## src/rtl/mfrd_pkg.sv

```systemverilog
// Shared types and constants for the meter frame ratio decoder.
// No dependencies; imported by mfrd_ctrl, mfrd_datapath and the top unit.
package mfrd_pkg;

    localparam int WORD_BITS   = 24;
    localparam int RATIO_BITS  = 40;
    localparam int STORE_DEPTH = 18;
    localparam int POS_BITS    = 5;
    localparam int RATIO_COUNT = 3;

    localparam logic [7:0] SYNC_FIRST  = 8'h55;
    localparam logic [7:0] SYNC_SECOND = 8'h5A;

    typedef enum logic [2:0] {
        ST_HUNT,
        ST_SYNC1,
        ST_BODY,
        ST_DLOAD,
        ST_DSTEP,
        ST_DNEXT,
        ST_OUT
    } state_t;

    typedef enum logic [1:0] {
        SEL_VOLTAGE,
        SEL_CURRENT,
        SEL_POWER
    } ratio_sel_t;

    typedef struct packed {
        logic                store_en;
        logic [POS_BITS-1:0] store_pos;
        ratio_sel_t          sel;
        logic                div_load;
        logic                div_step;
        logic                div_commit;
        logic                out_load;
    } cmd_t;

    typedef struct packed {
        logic [7:0] rx_byte;
    } in_word_t;

    typedef struct packed {
        logic [RATIO_BITS-1:0] voltage_ratio;
        logic [RATIO_BITS-1:0] current_ratio;
        logic [RATIO_BITS-1:0] power_ratio;
        logic                  voltage_div_zero;
        logic                  current_div_zero;
        logic                  power_div_zero;
    } out_word_t;

endpackage

```

## src/rtl/mfrd_stream_if.sv

```systemverilog
// Valid/ready channel carrying one word of a given payload type.
// No dependencies.
interface mfrd_stream_if #(
    parameter type payload_t = logic
);
    logic     valid;
    logic     ready;
    payload_t data;

    modport source (output valid, output data, input ready);
    modport sink   (input valid, input data, output ready);
endinterface

```

## src/rtl/mfrd_ctrl.sv

```systemverilog
// Controller: sync hunt, body byte count, divider sequencing, output valid.
// Depends on mfrd_pkg.
module mfrd_ctrl import mfrd_pkg::*; #(
    parameter int FRAME_BYTES = 24,
    parameter int QUOT_BITS   = 40
) (
    input  logic       clk,
    input  logic       rst_n,
    input  logic       rx_valid,
    input  logic [7:0] rx_byte,
    output logic       rx_ready,
    output logic       result_valid,
    input  logic       result_ready,
    output cmd_t       cmd
);
    localparam int CNT_BITS = $clog2(QUOT_BITS);
    localparam logic [POS_BITS:0] LAST_SUM = (POS_BITS + 1)'(FRAME_BYTES);

    state_t              state_reg, state_next;
    logic [POS_BITS-1:0] pos_reg, pos_next;
    ratio_sel_t          sel_reg, sel_next;
    logic [CNT_BITS-1:0] cnt_reg, cnt_next;
    logic                out_valid_reg, out_valid_next;

    always_ff @(posedge clk or negedge rst_n)
    begin
        if (!rst_n)
        begin
            state_reg     <= ST_HUNT;
            pos_reg       <= '0;
            sel_reg       <= SEL_VOLTAGE;
            cnt_reg       <= '0;
            out_valid_reg <= 1'b0;
        end
        else
        begin
            state_reg     <= state_next;
            pos_reg       <= pos_next;
            sel_reg       <= sel_next;
            cnt_reg       <= cnt_next;
            out_valid_reg <= out_valid_next;
        end
    end

    always_comb
    begin
        state_next = state_reg;
        pos_next   = pos_reg;
        sel_next   = sel_reg;
        cnt_next   = cnt_reg;
        rx_ready   = 1'b0;
        cmd        = '0;
        cmd.store_pos = pos_reg;
        cmd.sel       = sel_reg;
        unique case (state_reg)
            ST_HUNT:
            begin
                rx_ready = 1'b1;
                if (rx_valid)
                    state_next = (rx_byte == SYNC_FIRST) ? ST_SYNC1 : ST_HUNT;
            end
            ST_SYNC1:
            begin
                rx_ready = 1'b1;
                if (rx_valid)
                begin
                    if (rx_byte == SYNC_SECOND)
                    begin
                        state_next = ST_BODY;
                        pos_next   = '0;
                    end
                    else
                        state_next = ST_HUNT;
                end
            end
            ST_BODY:
            begin
                rx_ready = 1'b1;
                if (rx_valid)
                begin
                    cmd.store_en = (pos_reg < POS_BITS'(STORE_DEPTH));
                    pos_next     = pos_reg + 1'b1;
                    if ({1'b0, pos_reg} + (POS_BITS + 1)'(3) >= LAST_SUM)
                    begin
                        state_next = ST_DLOAD;
                        pos_next   = '0;
                        sel_next   = SEL_VOLTAGE;
                    end
                end
            end
            ST_DLOAD:
            begin
                cmd.div_load = 1'b1;
                cnt_next     = CNT_BITS'(QUOT_BITS - 1);
                state_next   = ST_DSTEP;
            end
            ST_DSTEP:
            begin
                cmd.div_step = 1'b1;
                cnt_next     = cnt_reg - 1'b1;
                if (cnt_reg == '0)
                    state_next = ST_DNEXT;
            end
            ST_DNEXT:
            begin
                cmd.div_commit = 1'b1;
                if (sel_reg == SEL_POWER)
                    state_next = ST_OUT;
                else
                begin
                    sel_next   = (sel_reg == SEL_VOLTAGE) ? SEL_CURRENT : SEL_POWER;
                    state_next = ST_DLOAD;
                end
            end
            ST_OUT:
            begin
                if (!out_valid_reg || result_ready)
                begin
                    cmd.out_load = 1'b1;
                    state_next   = ST_HUNT;
                end
            end
            default:
                state_next = ST_HUNT;
        endcase
    end

    always_comb
    begin
        if (cmd.out_load)
            out_valid_next = 1'b1;
        else if (out_valid_reg && result_ready)
            out_valid_next = 1'b0;
        else
            out_valid_next = out_valid_reg;
    end

    assign result_valid = out_valid_reg;

endmodule

```

## src/rtl/mfrd_datapath.sv

```systemverilog
// Datapath: frame byte store, bit-serial restoring divider, result staging.
// Depends on mfrd_pkg.
module mfrd_datapath import mfrd_pkg::*; #(
    parameter int FRACTION_BITS = 16
) (
    input  logic       clk,
    input  logic [7:0] rx_byte,
    input  cmd_t       cmd,
    output out_word_t  result
);
    localparam int QUOT_BITS = WORD_BITS + FRACTION_BITS;

    logic [7:0]            byte_reg [STORE_DEPTH];
    logic [WORD_BITS-1:0]  den_reg;
    logic [WORD_BITS-1:0]  rem_reg, rem_next;
    logic [QUOT_BITS-1:0]  dvd_reg, dvd_next;
    logic [RATIO_BITS-1:0] ratio_reg [RATIO_COUNT];
    logic                  zero_reg  [RATIO_COUNT];
    out_word_t             out_reg;

    logic [WORD_BITS-1:0]  num_sel, den_sel;
    logic [WORD_BITS:0]    shifted, diff;
    logic                  ge;
    logic [63:0]           quot_ext;
    logic                  den_zero, quot_sat;
    logic [RATIO_BITS-1:0] ratio_val;

    function automatic logic [WORD_BITS-1:0] word_at(input int k,
                                                     input logic [7:0] b [STORE_DEPTH]);
        word_at = {b[3*k], b[3*k+1], b[3*k+2]};
    endfunction

    always_comb
    begin
        unique case (cmd.sel)
            SEL_VOLTAGE:
            begin
                num_sel = word_at(0, byte_reg);
                den_sel = word_at(1, byte_reg);
            end
            SEL_CURRENT:
            begin
                num_sel = word_at(2, byte_reg);
                den_sel = word_at(3, byte_reg);
            end
            SEL_POWER:
            begin
                num_sel = word_at(4, byte_reg);
                den_sel = word_at(5, byte_reg);
            end
            default:
            begin
                num_sel = '0;
                den_sel = '0;
            end
        endcase
    end

    // one quotient bit per step
    assign shifted  = {rem_reg, dvd_reg[QUOT_BITS-1]};
    assign ge       = (shifted >= {1'b0, den_reg});
    assign diff     = shifted - {1'b0, den_reg};
    assign rem_next = ge ? diff[WORD_BITS-1:0] : shifted[WORD_BITS-1:0];
    assign dvd_next = {dvd_reg[QUOT_BITS-2:0], ge};

    assign quot_ext  = 64'(dvd_reg);
    assign den_zero  = (den_reg == '0);
    assign quot_sat  = |quot_ext[63:RATIO_BITS];
    assign ratio_val = den_zero ? '0 : (quot_sat ? '1 : quot_ext[RATIO_BITS-1:0]);

    always_ff @(posedge clk)
    begin
        for (int i = 0; i < STORE_DEPTH; i++)
        begin
            if (cmd.store_en && cmd.store_pos == POS_BITS'(i))
                byte_reg[i] <= rx_byte;
        end
        if (cmd.div_load)
        begin
            den_reg <= den_sel;
            rem_reg <= '0;
            dvd_reg <= QUOT_BITS'(num_sel) << FRACTION_BITS;
        end
        else if (cmd.div_step)
        begin
            rem_reg <= rem_next;
            dvd_reg <= dvd_next;
        end
        if (cmd.div_commit)
        begin
            ratio_reg[cmd.sel] <= ratio_val;
            zero_reg[cmd.sel]  <= den_zero;
        end
        if (cmd.out_load)
        begin
            out_reg.voltage_ratio    <= ratio_reg[SEL_VOLTAGE];
            out_reg.current_ratio    <= ratio_reg[SEL_CURRENT];
            out_reg.power_ratio      <= ratio_reg[SEL_POWER];
            out_reg.voltage_div_zero <= zero_reg[SEL_VOLTAGE];
            out_reg.current_div_zero <= zero_reg[SEL_CURRENT];
            out_reg.power_div_zero   <= zero_reg[SEL_POWER];
        end
    end

    assign result = out_reg;

endmodule

```

## src/rtl/meter_frame_ratio_decoder_unit.sv

```systemverilog
// Meter frame decoder: sync hunt, frame collection, three Q fixed-point ratios.
// Takes one byte per cycle while rx.ready is high; after the last frame byte the
// shared bit-serial divider computes the three ratios in turn, then the result
// word is registered once the output is free. rx.ready is low meanwhile.
// Reset (async, active low) returns to sync hunt and clears the output valid.
// Depends on mfrd_pkg, mfrd_stream_if, mfrd_ctrl and mfrd_datapath.
module meter_frame_ratio_decoder_unit import mfrd_pkg::*; #(
    parameter int FRAME_BYTES   = 24,
    parameter int FRACTION_BITS = 16
) (
    input logic            clk,
    input logic            rst_n,
    mfrd_stream_if.sink    rx,
    mfrd_stream_if.source  result
);
    cmd_t      cmd;
    in_word_t  rx_word;
    out_word_t res_word;

    assign rx_word = rx.data;

    mfrd_ctrl #(
        .FRAME_BYTES (FRAME_BYTES),
        .QUOT_BITS   (WORD_BITS + FRACTION_BITS)
    ) u_ctrl (
        .clk          (clk),
        .rst_n        (rst_n),
        .rx_valid     (rx.valid),
        .rx_byte      (rx_word.rx_byte),
        .rx_ready     (rx.ready),
        .result_valid (result.valid),
        .result_ready (result.ready),
        .cmd          (cmd)
    );

    mfrd_datapath #(
        .FRACTION_BITS (FRACTION_BITS)
    ) u_datapath (
        .clk     (clk),
        .rx_byte (rx_word.rx_byte),
        .cmd     (cmd),
        .result  (res_word)
    );

    assign result.data = res_word;

endmodule
```

## src/flat_wrapper.sv

```systemverilog
// flat-port wrapper written by rule: the top's interface ports become plain ports
module meter_frame_ratio_decoder_unit_flat import mfrd_pkg::*;
#(
    parameter int FRAME_BYTES   = 24,
    parameter int FRACTION_BITS = 16
)
  (clk, rst_n, rx_valid, rx_data, rx_ready, result_valid, result_data, result_ready);
  mfrd_stream_if rx_i ();
  mfrd_stream_if result_i ();
  input logic clk;
  input logic rst_n;
  input wire logic [$bits(rx_i.valid)-1:0] rx_valid;
  input wire logic [$bits(rx_i.data)-1:0] rx_data;
  output wire logic [$bits(rx_i.ready)-1:0] rx_ready;
  output wire logic [$bits(result_i.valid)-1:0] result_valid;
  output wire logic [$bits(result_i.data)-1:0] result_data;
  input wire logic [$bits(result_i.ready)-1:0] result_ready;
  assign rx_i.valid = rx_valid;
  assign rx_i.data = rx_data;
  assign rx_ready = rx_i.ready;
  assign result_valid = result_i.valid;
  assign result_data = result_i.data;
  assign result_i.ready = result_ready;
  meter_frame_ratio_decoder_unit #(.FRAME_BYTES(FRAME_BYTES), .FRACTION_BITS(FRACTION_BITS)) u_core (.clk(clk), .rst_n(rst_n), .rx(rx_i), .result(result_i));
endmodule
```

## config.mk

```make
export PLATFORM = sky130hd
export DESIGN_NAME = meter_frame_ratio_decoder_unit_flat
export DESIGN_NICKNAME = d
export VERILOG_FILES = /design/src/rtl/mfrd_pkg.sv /design/src/rtl/mfrd_stream_if.sv /design/src/rtl/mfrd_ctrl.sv /design/src/rtl/mfrd_datapath.sv /design/src/rtl/meter_frame_ratio_decoder_unit.sv /design/src/flat_wrapper.sv
export SDC_FILE = /design/constraint.sdc
export NUM_CORES = 1
export LEC_CHECK = 0
export BUFFER_PORTS_ARGS = -buffer_cell sky130_fd_sc_hd__clkbuf_2
export CAP_MARGIN = 20
export CORE_ASPECT_RATIO = 1.1
export CORE_MARGIN = 5
export CORE_UTILIZATION = 50
export CTS_CLUSTER_SIZE = 16
export DETAILED_ROUTE_END_ITERATION = 8
export GPL_ROUTABILITY_DRIVEN = 0
export GPL_TIMING_DRIVEN = 0
export PLACE_DENSITY = 0.65
export SLEW_MARGIN = 20
export SYNTH_ARGS = -nofsm -noshare
export SYNTH_HDL_FRONTEND = slang
export SYNTH_HIERARCHICAL = 1
export SYNTH_SLANG_ARGS = --single-unit
export TNS_END_PERCENT = 1
```

## constraint.sdc

```tcl
create_clock -name clk -period 6 [get_ports clk]
set_input_delay 0 -clock clk [delete_from_list [all_inputs] [get_ports clk]]
set_output_delay 0 -clock clk [all_outputs]
set_load 0.01 [all_outputs]
```

# Word-level counts from Yosys, hierarchy flattened
# Memory sizes are Yosys's and may differ from the RTL's. A register that Yosys moved wholly into a read port is not among the register bits.
# Cells that the tools add are included.
[op_classes]
addsub = 3
order_cmp = 2
n_eq_ne = 23
muxes = 26
n_reduce_logical = 24
[op_table]
columns = ["cell", "count"]
rows = [
  ["17-bit case mux with 3 select lines", 1],
  ["24-bit logical NOT", 1],
  ["5-bit by 4-bit equality test with 1-bit output (second input constant)", 4],
  ["3-bit 2-to-1 mux", 6],
  ["3-bit case mux with 6 select lines", 1],
  ["6-bit case mux with 2 select lines", 1],
  ["1-bit 2-to-1 mux", 11],
  ["5-bit by 3-bit equality test with 1-bit output (second input constant)", 2],
  ["5-bit equality test (second input constant)", 2],
  ["1-bit logical AND", 10],
  ["2-bit != test (second input constant)", 5],
  ["3-bit equality test (second input constant)", 3],
  ["2-bit 2-to-1 mux", 4],
  ["5-bit by 2-bit adder with 6-bit output (second input constant)", 1],
  ["3-bit by 2-bit equality test with 1-bit output (second input constant)", 2],
  ["6-bit by 5-bit >= comparator with 1-bit output (second input constant)", 1],
  ["6-bit logical NOT", 1],
  ["2-bit nonzero test", 3],
  ["6-bit by 1-bit subtractor with 6-bit output (second input constant)", 1],
  ["5-bit by 1-bit adder with 5-bit output (second input constant)", 1],
  ["5-bit by 2-bit equality test with 1-bit output (second input constant)", 1],
  ["5-bit less-than comparator (second input constant)", 1],
  ["5-bit 2-to-1 mux", 1],
  ["5-bit AND reduction", 1],
  ["other kinds (13)", 13],
]
[totals]
reg_bits = 50
ram_bits = 3
output_inout_bits = 3
memories = 1
[memory_table]
columns = ["name", "depth", "width", "read_ports", "rd_clocked_by_memory_dff", "write_ports", "line", "rtl"]
rows = [
  ["u_core.u_datapath.zero_reg", 3, 1, 1, 1, 1, "mfrd_datapath.sv:18", "logic zero_reg [RATIO_COUNT];"],
]

# Longest topological paths before layout
[depth]
ltp_word = 5
depth_mapped = 6
depth_no_buf = 6

# Cells and area by module
# Netlist, hierarchy kept.
[modules_own_cells]
columns = ["module", "instances", "cells_per_inst", "area_per_inst_um2", "seq_area_each_um2"]
rows = [
  ["mfrd_datapath", 1, 1087, 17798.3, 13953.4],
  ["mfrd_ctrl", 1, 132, 1156.1, 425.4],
  ["meter_frame_ratio_decoder_unit", 1, 1, 3.8, 0.0],
]

# Least setup slack after synthesis
# OpenSTA, ideal clock, no wires.
[synth_path]
path_kind = "register to register"
start = "register u_core.u_ctrl.state_reg[1]"
end = "register, netlist name u_core/u_datapath/ratio_reg[0][0]"
setup_time_ns = 0.499
t_arrival_ns = 3.963
t_required_ns = 5.501
setup_slack_ns = 1.538
path_stages_with_launch = 5
n_path_buf = 1
cell_sequence = "dfrtp_1 nor2b_1 and2_1 clkbuf_1 nor3b_1"
[synth_lines]
columns = ["item", "line", "rtl"]
rows = [
  ["start: declaration", "mfrd_ctrl.sv:19", "state_t state_reg, state_next;"],
  ["start signal: assignment", "mfrd_ctrl.sv:37", "state_reg <= state_next;"],
]

==> impl_summary.txt <==
----------------------------------------------------
[Detailed routing]
  Wire length reported by the detailed router ... 8350 um
  Post-route DRC ... 0
  Routed wire length per instance ... 14.4 um
  Via density ... 4.96
  Post-detailed-route count of antenna-violating nets ... 0
  TritonRoute pass-1 iters ... 4
  Number of DRC violations after detailed-routing iteration 0 ... 107
  Vias post-DR ... 2878

[CTS]
  CTS buffer count ... 17
  CTS root buffer ... clkbuf_8
  TritonCTS Sinks ... 115
  PostCTS Resize Cnt ... 0
  H-tree Lvls ... 4
  Maximum number of buffers from clock root to sink ... 2
  CTS tree ... built
  Clock latency reported for the late side of the worst-skew pair ... 0.51 ns
  Clk slew on worst S/H paths ... 0.06 ns

[Placed design]
  # port buffers ... 7
  Hpwl dp ... 5490 um

[Critical path]
  Critical path class ... flop to flop
  CP endpoint kind ... flop
  Setup crit start kind ... flop
  Worst path arrival time ... 2.83 ns
  Critical path required time ... 6.13 ns
  CP max FO ... 10

[Pwr]
  Net Sw Power ... 350 uW
  Overall power ... 1.97 mW
  Power Internal ... 1.62 mW
  Fraction of power consumed by combinational cells ... 0.7%
  Proportion of total power due to net switching ... 17.7%
  Proportion of power drawn by the clock network ... 55.5%
  Cell leakage power ... 2.21 nW
  Peak supply drop ... 0.000197 V
  Seq pwr share ... 43.8%
  Power density over the cells ... 332 nW/um2

[STA]
  Setup repair after global routing missed its margin ... false
  Setup-violating endpoint count in the final report ... 0
  Maximum clock skew at final layout ... 0.00819 ns
  Final Critical Period ... 2.69 ns
  Tightest Pin Transition ... 0.848 ns
  Ratio of final minimum period to clock period ... 44.9%
  Summed negative setup slack over all endpoints ... 0 ns
  F_max ... 0.371 GHz
  Max-slew violation count ... 0
  Worst slew margin relative to its limit ... 43.5%
  Hold violation count in the final report ... 0

[Floorplanning]
  Core Region ... 9350 um2
  FP Rows ... 37
  Horiz. Die Dim ... 103 um
  Initial cell density of the core ... 50.9%
  Die area ... 11600 um2
  Number of ports placed on the die boundary ... 8
  Die height ... 112 um

[Global route]
  Total routing usage reported by global routing ... 16.5%
  Pin count of the biggest net entering global routing ... 28
  Antenna violations before repair ... 0
  Vias in the first global route ... 2928
  Overflow left after global routing ... 0
  First-pass GRT wire length ... 14100 um

[Layout]
  Diode insertion count for antenna repair ... 0
  Number of flip-flops in the largest register ... 72
  Layout Nets ... 459
  Fraction of the core area covered by cells at the end of the flow ... 63.5%
  # fillers ... 707
  Share of post-route cells with drive strength above 1 ... 10.8%
  Leading cell type in the layout, fill and taps excluded ... edfxtp_1
  Area Growth Syn to Fin ... 24.8%
  Most frequent cells in the layout ... edfxtp_1, conb_1, nand2_1, o21ai_0, mux2i_1

[Synthesis]
  Yosys warns ... 6
  Synthesized cell area ... 4760 um2
  Post-Syn Instances ... 346
  Average cell area after synthesis ... 13.8 um2

[Hold path]
  Type of the worst min-delay path ... input port to flop

[Flow run]
  # Max-Cap Violations ... 0

[Run status]
  Result of the run ... finished clean

----------------------------------------------------
per-layer routing:
layer  global-route usage, %  routed length [um]  vias up
met4                    6.82                 116        0
met3                    5.59                 290       10
met5                       0                   0        -
li1                        -                   -     1442
met1                    20.4                3630     1374
met2                    26.5                4320       52
power groups by stage:
stage | combinational, mW | sequential (mW) | clock (mW)
floorplan | 0.00489 | 0.881 | 0
global placement | 0.00996 | 0.881 | 0
detailed placement | 0.0101 | 0.881 | 0
CTS | 0.0127 | 0.865 | 1.12
global route | 0.0176 | 0.865 | 1.16
finish | 0.0138 | 0.865 | 1.10
critical path, cell delays in order (launching register included):
cell and delay (ns):
dfrtp_1 0.38, buf_2 0.18, nor3b_1 0.43, and3_1 0.25, nor2b_1 0.26, nand3b_1 0.17
nor2_1 0.65
per-stage QoR:
stage / setup WS (ns) / instances / hold WS, ns / instance area (um2)
after floorplan: 3.65 / 418 / -0.296 / 5030
after global placement: 3.02 / 542 / -0.0327 / 5210
after detailed placement: 3.33 / 542 / -0.0318 / 5220
after CTS: 3.32 / 579 / 0.345 / 5920
after global routing: 3.12 / 580 / 0.413 / 5940
final: 3.31 / 580 / 0.369 / 5940
layout make-up:
class,count,area (um2),share of cell area [%]
Clock inverter,14,235,3.96
Tap cell,117,146,2.46
Buffer,21,92.6,1.56
Sequential cell,115,3370,56.7
Timing Repair Buffer,13,100,1.69
Multi-Input combinational cell,274,1550,26.1
Clock buffer,18,418,7.04
Inverter,8,30.0,0.506
repair_timing:
| item | in CTS | in global routing |
|---|---|---|
| buffers inserted | 0 | 0 |
| endpoints found under the hold margin | 32 | 0 |
| hold buffers | 5 | 0 |
worst paths after layout:
kind / slack (ns) / depth (start not counted) / end / startpoint
max reg2reg: 3.31 / 6 / u_core/u_datapath/byte_reg[54]$_DFFE_PP_ / u_core/u_ctrl/state_reg[0]$_DFFE_PN0P_
min in group asynchronous: 0.66 / 3 / u_core/u_ctrl/state_reg[0]$_DFFE_PN0P_ / rst_n
max in group asynchronous: 4.83 / 3 / u_core/u_ctrl/pos_reg[2]$_DFFE_PN0P_ / rst_n
max: 3.31 / 6 / u_core/u_datapath/byte_reg[54]$_DFFE_PP_ / u_core/u_ctrl/state_reg[0]$_DFFE_PN0P_
min reg2reg: 0.44 / 0 / u_core/u_datapath/result[0]$_DFFE_PP_ / u_core/u_datapath/zero_reg[2]$_DFFE_PP_
min: 0.37 / 4 / u_core/u_ctrl/result_valid$_DFFE_PN0P_ / result_ready
Power figures use the tool's default switching activity.
